**config.mk**
```make
export PLATFORM = sky130hd
export DESIGN_NAME = serial_frame_odometry_integrator
export DESIGN_NICKNAME = d
export VERILOG_FILES = /design/src/sfoi_pkg.sv /design/src/serial_frame_odometry_integrator.sv /design/src/sfoi_framer.sv /design/src/sfoi_sermul.sv /design/src/sfoi_rotor.sv
export SDC_FILE = /design/constraint.sdc
export NUM_CORES = 2
export LEC_CHECK = 0
export BUFFER_PORTS_ARGS = -buffer_cell sky130_fd_sc_hd__buf_2
export CORE_MARGIN = 5
export CORE_UTILIZATION = 45
export DETAILED_ROUTE_END_ITERATION = 12
export MAX_ROUTING_LAYER = met4
export PLACE_DENSITY = 0.6
export SYNTH_ARGS = -nofsm -noshare
export SYNTH_HDL_FRONTEND = slang
export SYNTH_HIERARCHICAL = 1
export SYNTH_SLANG_ARGS = --single-unit
export TNS_END_PERCENT = 1
```
**constraint.sdc**
```tcl
create_clock -name clk -period 18.5 [get_ports clk]
set_clock_uncertainty 0.15 [all_clocks]
set_input_delay 3.7 -clock clk [delete_from_list [all_inputs] [get_ports clk]]
set_output_delay 3.7 -clock clk [all_outputs]
set_load 0.01 [all_outputs]
```
**src/sfoi_pkg.sv**
```systemverilog
// ----------------------------------------------------------------------------
// sfoi_pkg
// Shared types, constants and the CORDIC arctangent table of the serial
// frame odometry integrator.
// ----------------------------------------------------------------------------
package sfoi_pkg;

  localparam int FRAME_LEN_DEF    = 10;
  localparam int CORDIC_STEPS_DEF = 16;
  localparam int CORDIC_MAX_STEPS = 24;

  localparam logic [7:0]  SYNC_BYTE = 8'hA2;
  localparam logic [7:0]  TAIL_BYTE = 8'h2A;

  localparam logic [31:0] DPP_RESET  = 32'd2633960;
  localparam logic [15:0] MAXP_RESET = 16'd30000;

  localparam int CFG_IDX_W = 1;
  localparam logic [CFG_IDX_W-1:0] REG_DPP  = 1'd0;
  localparam logic [CFG_IDX_W-1:0] REG_MAXP = 1'd1;

  // angle arithmetic
  localparam int NUM_W = 20;
  localparam logic signed [18:0] HALF_TURN = 19'sd1800;
  localparam logic signed [18:0] FULL_TURN = 19'sd3600;
  localparam logic signed [20:0] ANG_OFFSET = 21'sd288000;
  localparam logic [13:0] TURN_HT  = 14'd7200;
  localparam logic [31:0] BA_ROUND = 32'd3600;

  localparam int CW = 34;
  localparam logic signed [CW-1:0] CORDIC_GAIN = 34'sd652032874;

  typedef struct packed {
    logic        good;
    logic        at_tail;
    logic [15:0] angle;
    logic [15:0] pulse;
  } frm_evt_t;

  function automatic logic [31:0] atan_turn(input logic [4:0] i);
    logic [31:0] v;
    unique case (i)
      5'd0:  v = 32'h20000000;
      5'd1:  v = 32'h12E4051E;
      5'd2:  v = 32'h09FB385B;
      5'd3:  v = 32'h051111D4;
      5'd4:  v = 32'h028B0D43;
      5'd5:  v = 32'h0145D7E1;
      5'd6:  v = 32'h00A2F61E;
      5'd7:  v = 32'h00517C55;
      5'd8:  v = 32'h0028BE53;
      5'd9:  v = 32'h00145F2F;
      5'd10: v = 32'h000A2F98;
      5'd11: v = 32'h000517CC;
      5'd12: v = 32'h00028BE6;
      5'd13: v = 32'h000145F3;
      5'd14: v = 32'h0000A2FA;
      5'd15: v = 32'h0000517D;
      5'd16: v = 32'h000028BE;
      5'd17: v = 32'h0000145F;
      5'd18: v = 32'h00000A30;
      5'd19: v = 32'h00000518;
      5'd20: v = 32'h0000028C;
      5'd21: v = 32'h00000146;
      5'd22: v = 32'h000000A3;
      5'd23: v = 32'h00000051;
      default: v = 32'h0;
    endcase
    return v;
  endfunction

endpackage

```
**src/serial_frame_odometry_integrator.sv**
```systemverilog
// ----------------------------------------------------------------------------
// serial_frame_odometry_integrator
// Frame parser and dead-reckoning pose integrator for a serial odometry link.
// ----------------------------------------------------------------------------
// Bytes are taken one per cycle while a frame is collected, unless the tail
// byte is held. A good frame (FRAME_LEN bytes, sync to good tail) starts a
// pose update: a prepare step, a bit-serial angle reduction and the CORDIC
// iterations beside a bit-serial travel multiply, a bit-serial multiply for
// the position increments and an accumulate step. While the update runs or
// its result waits, further bytes are still taken up to the tail byte of
// the next frame, which waits for the update and the result transaction to
// finish. One result transaction follows each good frame.
module serial_frame_odometry_integrator
  import sfoi_pkg::*;
#(
  parameter int FRAME_LEN    = FRAME_LEN_DEF,
  parameter int CORDIC_STEPS = CORDIC_STEPS_DEF
) (
  input  logic                 clk,
  input  logic                 rst_n,
  input  logic                 in_valid,
  output logic                 in_ready,
  input  logic [7:0]           in_rx_byte,
  output logic                 out_valid,
  input  logic                 out_ready,
  output logic signed [47:0]   out_pos_x,
  output logic signed [47:0]   out_pos_y,
  output logic signed [16:0]   out_heading,
  input  logic                 cfg_we,
  input  logic [CFG_IDX_W-1:0] cfg_index,
  input  logic [31:0]          cfg_data
);

  localparam logic [2:0] S_IDLE = 3'd0;
  localparam logic [2:0] S_PREP = 3'd1;
  localparam logic [2:0] S_ROT  = 3'd2;
  localparam logic [2:0] S_MUL  = 3'd3;
  localparam logic [2:0] S_ACC  = 3'd4;

  frm_evt_t evt;
  logic     in_acc;

  logic [2:0]        st_r, st_nxt;
  logic [31:0]       dpp_r;
  logic [15:0]       maxp_r;
  logic [15:0]       fa_r, fp_r;
  logic              started_r;
  logic [15:0]       ref_r, lp_r;
  logic signed [17:0] lh_r;
  logic [63:0]       acc_x_r, acc_y_r;
  logic signed [16:0] rel_r;
  logic [NUM_W-1:0]  num_r;
  logic signed [15:0] dp_r;
  logic              go1_r, go2_r;
  logic              rot_ok_r, dist_ok_r;
  logic              out_valid_r;

  // prepare
  logic [15:0]        s_ang, eff_ref, eff_lp, dpraw, dpsub, dpadd;
  logic signed [16:0] rel, half, dp17;
  logic signed [18:0] dh, dhw;
  logic signed [20:0] ang, num_s;
  logic signed [15:0] dp;

  assign s_ang   = 16'h0 - fa_r;
  assign eff_ref = started_r ? ref_r : s_ang;
  assign eff_lp  = started_r ? lp_r : fp_r;
  assign rel     = 17'($signed(s_ang)) - 17'($signed(eff_ref));
  assign dh      = 19'(rel) - 19'(lh_r);
  assign dhw     = (dh > HALF_TURN) ? dh - FULL_TURN :
                   (dh < -HALF_TURN) ? dh + FULL_TURN : dh;
  assign ang     = 21'(lh_r) + 21'(lh_r) + 21'(dhw) + 21'(HALF_TURN);
  assign num_s   = ang + ANG_OFFSET;

  assign dpraw = fp_r - eff_lp;
  assign dp17  = 17'($signed(dpraw));
  assign half  = $signed({2'b00, maxp_r[15:1]});
  assign dpsub = dpraw - maxp_r;
  assign dpadd = dpraw + maxp_r;
  assign dp    = (dp17 > half) ? $signed(dpsub) :
                 (dp17 < -half) ? $signed(dpadd) : $signed(dpraw);

  // units
  logic                 rot_done, dist_done, mx_done, my_done;
  logic signed [CW-1:0] cq, sq;
  logic [49:0]          dprod;
  logic signed [47:0]   travel;
  logic [82:0]          px, py;
  logic [47:0]          incx, incy;

  assign in_ready = !(evt.at_tail && ((st_r != S_IDLE) || out_valid_r));
  assign in_acc   = in_valid && in_ready;

  sfoi_framer #(.FRAME_LEN(FRAME_LEN)) u_framer (
    .clk     (clk),
    .rst_n   (rst_n),
    .accept  (in_acc),
    .rx_byte (in_rx_byte),
    .evt     (evt)
  );

  sfoi_rotor #(.STEPS(CORDIC_STEPS)) u_rotor (
    .clk   (clk),
    .rst_n (rst_n),
    .start (go1_r),
    .num   (num_r),
    .done  (rot_done),
    .cos_q (cq),
    .sin_q (sq)
  );

  sfoi_sermul #(.AW(33), .BW(16)) u_dist (
    .clk   (clk),
    .rst_n (rst_n),
    .start (go1_r),
    .a     ($signed({1'b0, dpp_r})),
    .b     (dp_r),
    .done  (dist_done),
    .prod  (dprod)
  );

  assign travel = $signed(dprod[47:0]);

  sfoi_sermul #(.AW(48), .BW(CW)) u_mx (
    .clk   (clk),
    .rst_n (rst_n),
    .start (go2_r),
    .a     (travel),
    .b     (cq),
    .done  (mx_done),
    .prod  (px)
  );

  sfoi_sermul #(.AW(48), .BW(CW)) u_my (
    .clk   (clk),
    .rst_n (rst_n),
    .start (go2_r),
    .a     (travel),
    .b     (sq),
    .done  (my_done),
    .prod  (py)
  );

  assign incx = px[81:34] + {47'd0, px[33]};
  assign incy = py[81:34] + {47'd0, py[33]};

  always_comb begin
    st_nxt = st_r;
    unique case (st_r)
      S_IDLE: if (evt.good) st_nxt = S_PREP;
      S_PREP: st_nxt = S_ROT;
      S_ROT:  if (rot_ok_r && dist_ok_r) st_nxt = S_MUL;
      S_MUL:  if (mx_done && my_done) st_nxt = S_ACC;
      S_ACC:  st_nxt = S_IDLE;
      default: st_nxt = S_IDLE;
    endcase
  end

  always_ff @(posedge clk) begin
    if (!rst_n) begin
      st_r        <= S_IDLE;
      dpp_r       <= DPP_RESET;
      maxp_r      <= MAXP_RESET;
      started_r   <= 1'b0;
      ref_r       <= '0;
      lp_r        <= '0;
      lh_r        <= '0;
      acc_x_r     <= '0;
      acc_y_r     <= '0;
      go1_r       <= 1'b0;
      go2_r       <= 1'b0;
      rot_ok_r    <= 1'b0;
      dist_ok_r   <= 1'b0;
      out_valid_r <= 1'b0;
    end else begin
      st_r  <= st_nxt;
      go1_r <= (st_r == S_PREP);
      go2_r <= (st_r == S_ROT) && rot_ok_r && dist_ok_r;
      if (cfg_we) begin
        unique case (cfg_index)
          REG_DPP:  dpp_r  <= cfg_data;
          REG_MAXP: maxp_r <= cfg_data[15:0];
          default:  ;
        endcase
      end
      if (st_r == S_PREP) begin
        started_r <= 1'b1;
        ref_r     <= eff_ref;
        lp_r      <= fp_r;
        lh_r      <= 18'(rel);
        rot_ok_r  <= 1'b0;
        dist_ok_r <= 1'b0;
      end else begin
        if (rot_done)  rot_ok_r  <= 1'b1;
        if (dist_done) dist_ok_r <= 1'b1;
      end
      if (st_r == S_ACC) begin
        acc_x_r     <= acc_x_r + {{16{incx[47]}}, incx};
        acc_y_r     <= acc_y_r + {{16{incy[47]}}, incy};
        out_valid_r <= 1'b1;
      end else if (out_valid_r && out_ready) begin
        out_valid_r <= 1'b0;
      end
    end
  end

  always_ff @(posedge clk) begin
    if (st_r == S_IDLE && evt.good) begin
      fa_r <= evt.angle;
      fp_r <= evt.pulse;
    end
    if (st_r == S_PREP) begin
      rel_r <= rel;
      num_r <= num_s[NUM_W-1:0];
      dp_r  <= dp;
    end
  end

  assign out_valid   = out_valid_r;
  assign out_pos_x   = $signed(acc_x_r[63:16]);
  assign out_pos_y   = $signed(acc_y_r[63:16]);
  assign out_heading = rel_r;

endmodule

```
**src/sfoi_framer.sv**
```systemverilog
// ----------------------------------------------------------------------------
// sfoi_framer
// Sync hunt and frame collection; flags a frame whose tail byte is good.
// ----------------------------------------------------------------------------
module sfoi_framer
  import sfoi_pkg::*;
#(
  parameter int FRAME_LEN = FRAME_LEN_DEF
) (
  input  logic       clk,
  input  logic       rst_n,
  input  logic       accept,
  input  logic [7:0] rx_byte,
  output frm_evt_t   evt
);

  localparam int IW = $clog2(FRAME_LEN);

  logic [IW-1:0] idx_r, idx_nxt;
  logic [15:0]   ang_r, ang_nxt;
  logic [15:0]   pul_r, pul_nxt;
  logic          tail;

  assign tail = (idx_r == IW'(FRAME_LEN - 1));

  always_comb begin
    idx_nxt = idx_r;
    ang_nxt = ang_r;
    pul_nxt = pul_r;
    if (accept) begin
      if (idx_r == '0) begin
        if (rx_byte == SYNC_BYTE) idx_nxt = IW'(1);
      end else begin
        if (idx_r == IW'(FRAME_LEN - 5)) ang_nxt[7:0]  = rx_byte;
        if (idx_r == IW'(FRAME_LEN - 4)) ang_nxt[15:8] = rx_byte;
        if (idx_r == IW'(FRAME_LEN - 3)) pul_nxt[7:0]  = rx_byte;
        if (idx_r == IW'(FRAME_LEN - 2)) pul_nxt[15:8] = rx_byte;
        idx_nxt = tail ? '0 : idx_r + IW'(1);
      end
    end
  end

  always_ff @(posedge clk) begin
    if (!rst_n) begin
      idx_r <= '0;
      ang_r <= '0;
      pul_r <= '0;
    end else begin
      idx_r <= idx_nxt;
      ang_r <= ang_nxt;
      pul_r <= pul_nxt;
    end
  end

  assign evt.good    = accept && tail && (rx_byte == TAIL_BYTE);
  assign evt.at_tail = tail;
  assign evt.angle   = ang_r;
  assign evt.pulse   = pul_r;

endmodule

```
**src/sfoi_sermul.sv**
```systemverilog
// ----------------------------------------------------------------------------
// sfoi_sermul
// Bit-serial signed multiplier, one multiplier bit per cycle.
// ----------------------------------------------------------------------------
module sfoi_sermul #(
  parameter int AW = 48,
  parameter int BW = 34
) (
  input  logic                 clk,
  input  logic                 rst_n,
  input  logic                 start,
  input  logic signed [AW-1:0] a,
  input  logic signed [BW-1:0] b,
  output logic                 done,
  output logic [AW+BW:0]       prod
);

  localparam int NW = $clog2(BW + 1);

  logic                 busy_r, busy_nxt;
  logic                 done_r, done_nxt;
  logic [NW-1:0]        cnt_r, cnt_nxt;
  logic signed [AW-1:0] a_r, a_nxt;
  logic [BW-1:0]        b_r, b_nxt;
  logic [AW:0]          h_r, h_nxt;
  logic [BW-1:0]        l_r, l_nxt;
  logic [AW+1:0]        a_ext, sel, sum;
  logic                 last;

  assign last  = (cnt_r == NW'(BW - 1));
  assign a_ext = {{2{a_r[AW-1]}}, a_r};
  assign sel   = b_r[0] ? (last ? (~a_ext + 1'b1) : a_ext) : '0;
  assign sum   = {h_r[AW], h_r} + sel;

  always_comb begin
    busy_nxt = busy_r;
    done_nxt = 1'b0;
    cnt_nxt  = cnt_r;
    a_nxt    = a_r;
    b_nxt    = b_r;
    h_nxt    = h_r;
    l_nxt    = l_r;
    if (busy_r) begin
      h_nxt   = sum[AW+1:1];
      l_nxt   = {sum[0], l_r[BW-1:1]};
      b_nxt   = b_r >> 1;
      cnt_nxt = cnt_r + NW'(1);
      if (last) begin
        busy_nxt = 1'b0;
        done_nxt = 1'b1;
      end
    end else if (start) begin
      busy_nxt = 1'b1;
      cnt_nxt  = '0;
      a_nxt    = a;
      b_nxt    = b;
      h_nxt    = '0;
      l_nxt    = '0;
    end
  end

  always_ff @(posedge clk) begin
    if (!rst_n) begin
      busy_r <= 1'b0;
      done_r <= 1'b0;
      cnt_r  <= '0;
    end else begin
      busy_r <= busy_nxt;
      done_r <= done_nxt;
      cnt_r  <= cnt_nxt;
    end
  end

  always_ff @(posedge clk) begin
    a_r <= a_nxt;
    b_r <= b_nxt;
    h_r <= h_nxt;
    l_r <= l_nxt;
  end

  assign done = done_r;
  assign prod = {h_r, l_r};

endmodule

```
**src/sfoi_rotor.sv**
```systemverilog
// ----------------------------------------------------------------------------
// sfoi_rotor
// Serial angle reduction to a binary angle, then iterative CORDIC rotation
// giving cos and sin in Q30.
// ----------------------------------------------------------------------------
module sfoi_rotor
  import sfoi_pkg::*;
#(
  parameter int STEPS = CORDIC_STEPS_DEF
) (
  input  logic                 clk,
  input  logic                 rst_n,
  input  logic                 start,
  input  logic [NUM_W-1:0]     num,
  output logic                 done,
  output logic signed [CW-1:0] cos_q,
  output logic signed [CW-1:0] sin_q
);

  localparam int NSTEP   = (STEPS < CORDIC_MAX_STEPS) ? STEPS : CORDIC_MAX_STEPS;
  localparam int DIV_LEN = NUM_W + 32;

  localparam logic [1:0] R_IDLE = 2'd0;
  localparam logic [1:0] R_DIV  = 2'd1;
  localparam logic [1:0] R_FLIP = 2'd2;
  localparam logic [1:0] R_ROT  = 2'd3;

  logic [1:0]           st_r, st_nxt;
  logic                 done_r, done_nxt;
  logic [5:0]           cnt_r, cnt_nxt;
  logic [DIV_LEN-1:0]   sh_r, sh_nxt;
  logic [12:0]          rem_r, rem_nxt;
  logic [31:0]          q_r, q_nxt;
  logic                 flip_r, flip_nxt;
  logic signed [CW-1:0] x_r, x_nxt, y_r, y_nxt, z_r, z_nxt;
  logic [13:0]          trial, tsub;
  logic                 ge;
  logic [31:0]          ba;
  logic signed [CW-1:0] dx, dy, at;

  assign trial = {rem_r, sh_r[DIV_LEN-1]};
  assign ge    = (trial >= TURN_HT);
  assign tsub  = trial - TURN_HT;
  assign ba    = (q_r[31] ^ q_r[30]) ? {~q_r[31], q_r[30:0]} : q_r;
  assign dx    = y_r >>> cnt_r[4:0];
  assign dy    = x_r >>> cnt_r[4:0];
  assign at    = CW'(atan_turn(cnt_r[4:0]));

  always_comb begin
    st_nxt   = st_r;
    done_nxt = 1'b0;
    cnt_nxt  = cnt_r;
    sh_nxt   = sh_r;
    rem_nxt  = rem_r;
    q_nxt    = q_r;
    flip_nxt = flip_r;
    x_nxt    = x_r;
    y_nxt    = y_r;
    z_nxt    = z_r;
    unique case (st_r)
      R_IDLE: begin
        if (start) begin
          st_nxt  = R_DIV;
          cnt_nxt = '0;
          sh_nxt  = {num, BA_ROUND};
          rem_nxt = '0;
        end
      end
      R_DIV: begin
        rem_nxt = ge ? tsub[12:0] : trial[12:0];
        q_nxt   = {q_r[30:0], ge};
        sh_nxt  = sh_r << 1;
        cnt_nxt = cnt_r + 6'd1;
        if (cnt_r == 6'(DIV_LEN - 1)) st_nxt = R_FLIP;
      end
      R_FLIP: begin
        flip_nxt = q_r[31] ^ q_r[30];
        x_nxt    = CORDIC_GAIN;
        y_nxt    = '0;
        z_nxt    = CW'($signed(ba));
        cnt_nxt  = '0;
        st_nxt   = R_ROT;
      end
      R_ROT: begin
        if (!z_r[CW-1]) begin
          x_nxt = x_r - dx;
          y_nxt = y_r + dy;
          z_nxt = z_r - at;
        end else begin
          x_nxt = x_r + dx;
          y_nxt = y_r - dy;
          z_nxt = z_r + at;
        end
        cnt_nxt = cnt_r + 6'd1;
        if (cnt_r == 6'(NSTEP - 1)) begin
          st_nxt   = R_IDLE;
          done_nxt = 1'b1;
        end
      end
      default: st_nxt = R_IDLE;
    endcase
  end

  always_ff @(posedge clk) begin
    if (!rst_n) begin
      st_r   <= R_IDLE;
      done_r <= 1'b0;
      cnt_r  <= '0;
    end else begin
      st_r   <= st_nxt;
      done_r <= done_nxt;
      cnt_r  <= cnt_nxt;
    end
  end

  always_ff @(posedge clk) begin
    sh_r   <= sh_nxt;
    rem_r  <= rem_nxt;
    q_r    <= q_nxt;
    flip_r <= flip_nxt;
    x_r    <= x_nxt;
    y_r    <= y_nxt;
    z_r    <= z_nxt;
  end

  assign done  = done_r;
  assign cos_q = flip_r ? -x_r : x_r;
  assign sin_q = flip_r ? -y_r : y_r;

endmodule

```
==> summary.log <==
qor: critical_path.end_kind register
qor: critical_path.critPathSlowestCell sky130_fd_sc_hd__a211oi_1
qor: placed_design.place_hpwl 162000 um
qor: pwr.power_per_cell_area 82.6 nW/um^2
qor: cts.cts-resized-gates 0
qor: cts.post-cts-setup-buffers 0
qor: placed_design.numPlacedInstances 10342
qor: synthesis.synthCells 8406
qor: routing.dr_total_vias 62200
qor: flow_run.timing.max_cap.violations 0
qor: sta.hold_vio_cnt_final 0
qor: synthesis.syn_area_per_cell 9.05 um^2
qor: finish.final_cell_count_no_fill 10561
qor: critical_path.critical_path_arrival 10120 ps
qor: finish.final_net_count 8828
qor: die.core_footprint 169000 um^2
qor: routing.drc_errors 0
qor: critical_path.critPathKind reg -> reg
qor: routing.avgViaCountPerCell 5.89
qor: critical_path.crit_path_max_incr_delay 950 ps
qor: die.ios 161
qor: pwr.report.power.total 6740 uW
qor: worst_hold_path.worst_hold_path.num_cells 0
qor: global_routing.global_route_wire_length_before_repair 339000 um
qor: die.floorplan.initialDensity 45.1%
qor: die.die_height 421 um
qor: critical_path.rr_startpoint fa_r[0]$_DFFE_PP_
qor: critical_path.register_to_register_path_setup_slack 8770 ps
qor: finish.post_route_cells_drive_above_1_share 9.45%
qor: routing.drt_antenna_net_count 0
qor: global_routing.grt_start_max_net_pins 85
qor: global_routing.grt_overflow_total 0
qor: worst_hold_path.timing.hold.worst.class reg -> reg
qor: critical_path.worst_r2r_path_depth 38
qor: cts.cts.clk_slew.worst_paths 60 ps
qor: synthesis.synthesized_net_count 8994
qor: critical_path.timing.critical_path.required 18900 ps
qor: finish.layout_common_cells sky130_fd_sc_hd__nand2_1, sky130_fd_sc_hd__a21oi_1, sky130_fd_sc_hd__edfxtp_1, sky130_fd_sc_hd__nor2_1, sky130_fd_sc_hd__ha_1
qor: die.die_w 421 um
qor: global_routing.number_of_antenna_violations_at_the_first_check_in_global_routing 3
qor: placed_design.placement.io_buffers 160
qor: finish.utilization 48.4%
qor: routing.totalWireLength 216000 um
qor: placed_design.place_congestion 0.955
qor: pwr.max-vdd-ir-drop 119 uV
qor: cts.clock-sinks 976
qor: sta.timing.slew.headroom 19.8%
qor: cts.cts_htree_levels 3
qor: critical_path.start_kind register
qor: sta.finalWorstPathRequiredPeriod 9730 ps
qor: cts.tritoncts.num_buffers 114
qor: critical_path.critical_path.endpoint num_r[18]$_DFFE_PP_
qor: cts.insertion_delay 790 ps
qor: critical_path.crit_start fa_r[0]$_DFFE_PP_
qor: cts.cts_root_buffer sky130_fd_sc_hd__clkbuf_16
qor: sta.top_achievable_clock_speed 103 MHz
qor: routing.drt_pass1_iterations 6
qor: finish.commonest_non_fill_non_tap_cell_in_the_layout sky130_fd_sc_hd__nand2_1
qor: sta.finalHoldWorstSlack 262 ps
qor: sta.setup_violations 0
qor: finish.flow.area_growth_from_synthesis 7.33%
qor: global_routing.grt_util_all_layers 24.0%
qor: synthesis.yosysWarningCount 6
qor: die.fp.dieArea 177000 um^2
qor: die.floorplan.rows 151
qor: routing.routed_length_per_placed_instance 20.4 um
qor: cts.ctsLongestPathBuffers 3
qor: sta.min_period_over_period 52.6%
qor: sta.worstMarginPinSlew 1200 ps
qor: global_routing.grt_pass1_vias 59943
qor: pwr.leakage 0.0321 uW
qor: outcome.status complete, no violations
qor: synthesis.synthesis.area 76100 um^2
qor: cts.cts_tree done
qor: cts.cts_hold_buf 0
qor: critical_path.cp_max_fo 11
qor: sta.timing.setup.tns 0 ps
qor: critical_path.worstReg2RegEnd num_r[18]$_DFFE_PP_
qor: sta.timing.final.max_slew_violations 0
qor: routing.drt_iter0_drc 4318
qor: sta.setup_repair_after_global_routing_missed_its_margin no
==> layer usage <==
metal	track usage [%]	vias up	wire, um
met1	30.7	29773	95900
met3	2.87	365	9860
met4	8.00	0	7600
met5	-	-	0
li1	-	30459	-
met2	39.8	1603	102000
==> registers in the layout (all words and copies together) (netlist names), 20 cells and up <==
name          flops
u_rotor/y_r      34
u_rotor/at       30
u_dist/a_r       33
u_my/a_r         48
u_mx/h_r         49
acc_y_r          64
u_mx/a_r         48
u_rotor/sh_r     48
u_rotor/z_r      34
dpp_r            32
u_dist/h_r       34
u_rotor/x_r      34
u_my/b_r         34
u_rotor/q_r      32
acc_x_r          64
u_mx/b_r         34
num_r            20
u_my/h_r         49
==> report_power, final <==
part,leakage [uW],switching (uW),internal (uW)
Combinational,0.0219,1140,811
Clock,0.00191,999,1340
Sequential,0.00831,67.1,2390
Total,0.0321,2210,4540
==> layout make-up <==
type,count,area (um^2)
clock inverter,62,762
tap,2218,2780
timing repair buffer,217,1230
clock buffer,154,3170
multi-input combinational,6650,46700
sequential,976,26000
antenna,3,7.51
inverter,281,1060
fill,15904,87000
==> metrics by stage <==
stage | cell area, um^2 | worst slack (ps)
2_1_floorplan | 76100 | 10270
6_report | 81700 | 8770
3_3_place_gp | 77700 | 9000
4_1_cts | 81700 | 8830
5_1_grt | 81700 | 7860
3_5_place_dp | 77700 | 8930
==> worst min-delay path by stage <==
stage / end / slack (ps) / from
2_1_floorplan: fa_r[0]$_DFFE_PP_ / 260 / u_framer/ang_r[0]$_SDFFE_PN0P_
4_1_cts: u_rotor/q_r[23]$_DFFE_PP_ / 280 / u_rotor/q_r[22]$_DFFE_PP_
6_report: u_rotor/q_r[23]$_DFFE_PP_ / 260 / u_rotor/q_r[22]$_DFFE_PP_
3_5_place_dp: fa_r[12]$_DFFE_PP_ / 260 / u_framer/ang_r[12]$_SDFFE_PN0P_
3_3_place_gp: fp_r[8]$_DFFE_PP_ / 260 / u_framer/pul_r[8]$_SDFFE_PN0P_
5_1_grt: u_rotor/q_r[23]$_DFFE_PP_ / 280 / u_rotor/q_r[22]$_DFFE_PP_
==> critical path, delay by kind of cell (launching register included) <==
family,cells,cell delay (ps)
AOI/OAI and AO/OA,19,4630
and+or+nand+nor,8,1650
adders and majority gates,5,1630
xor gates and xnor gates,3,590
DFF,1,420
buffers and inverters,2,240
muxes,1,130
(Power assumes the default switching activity.)
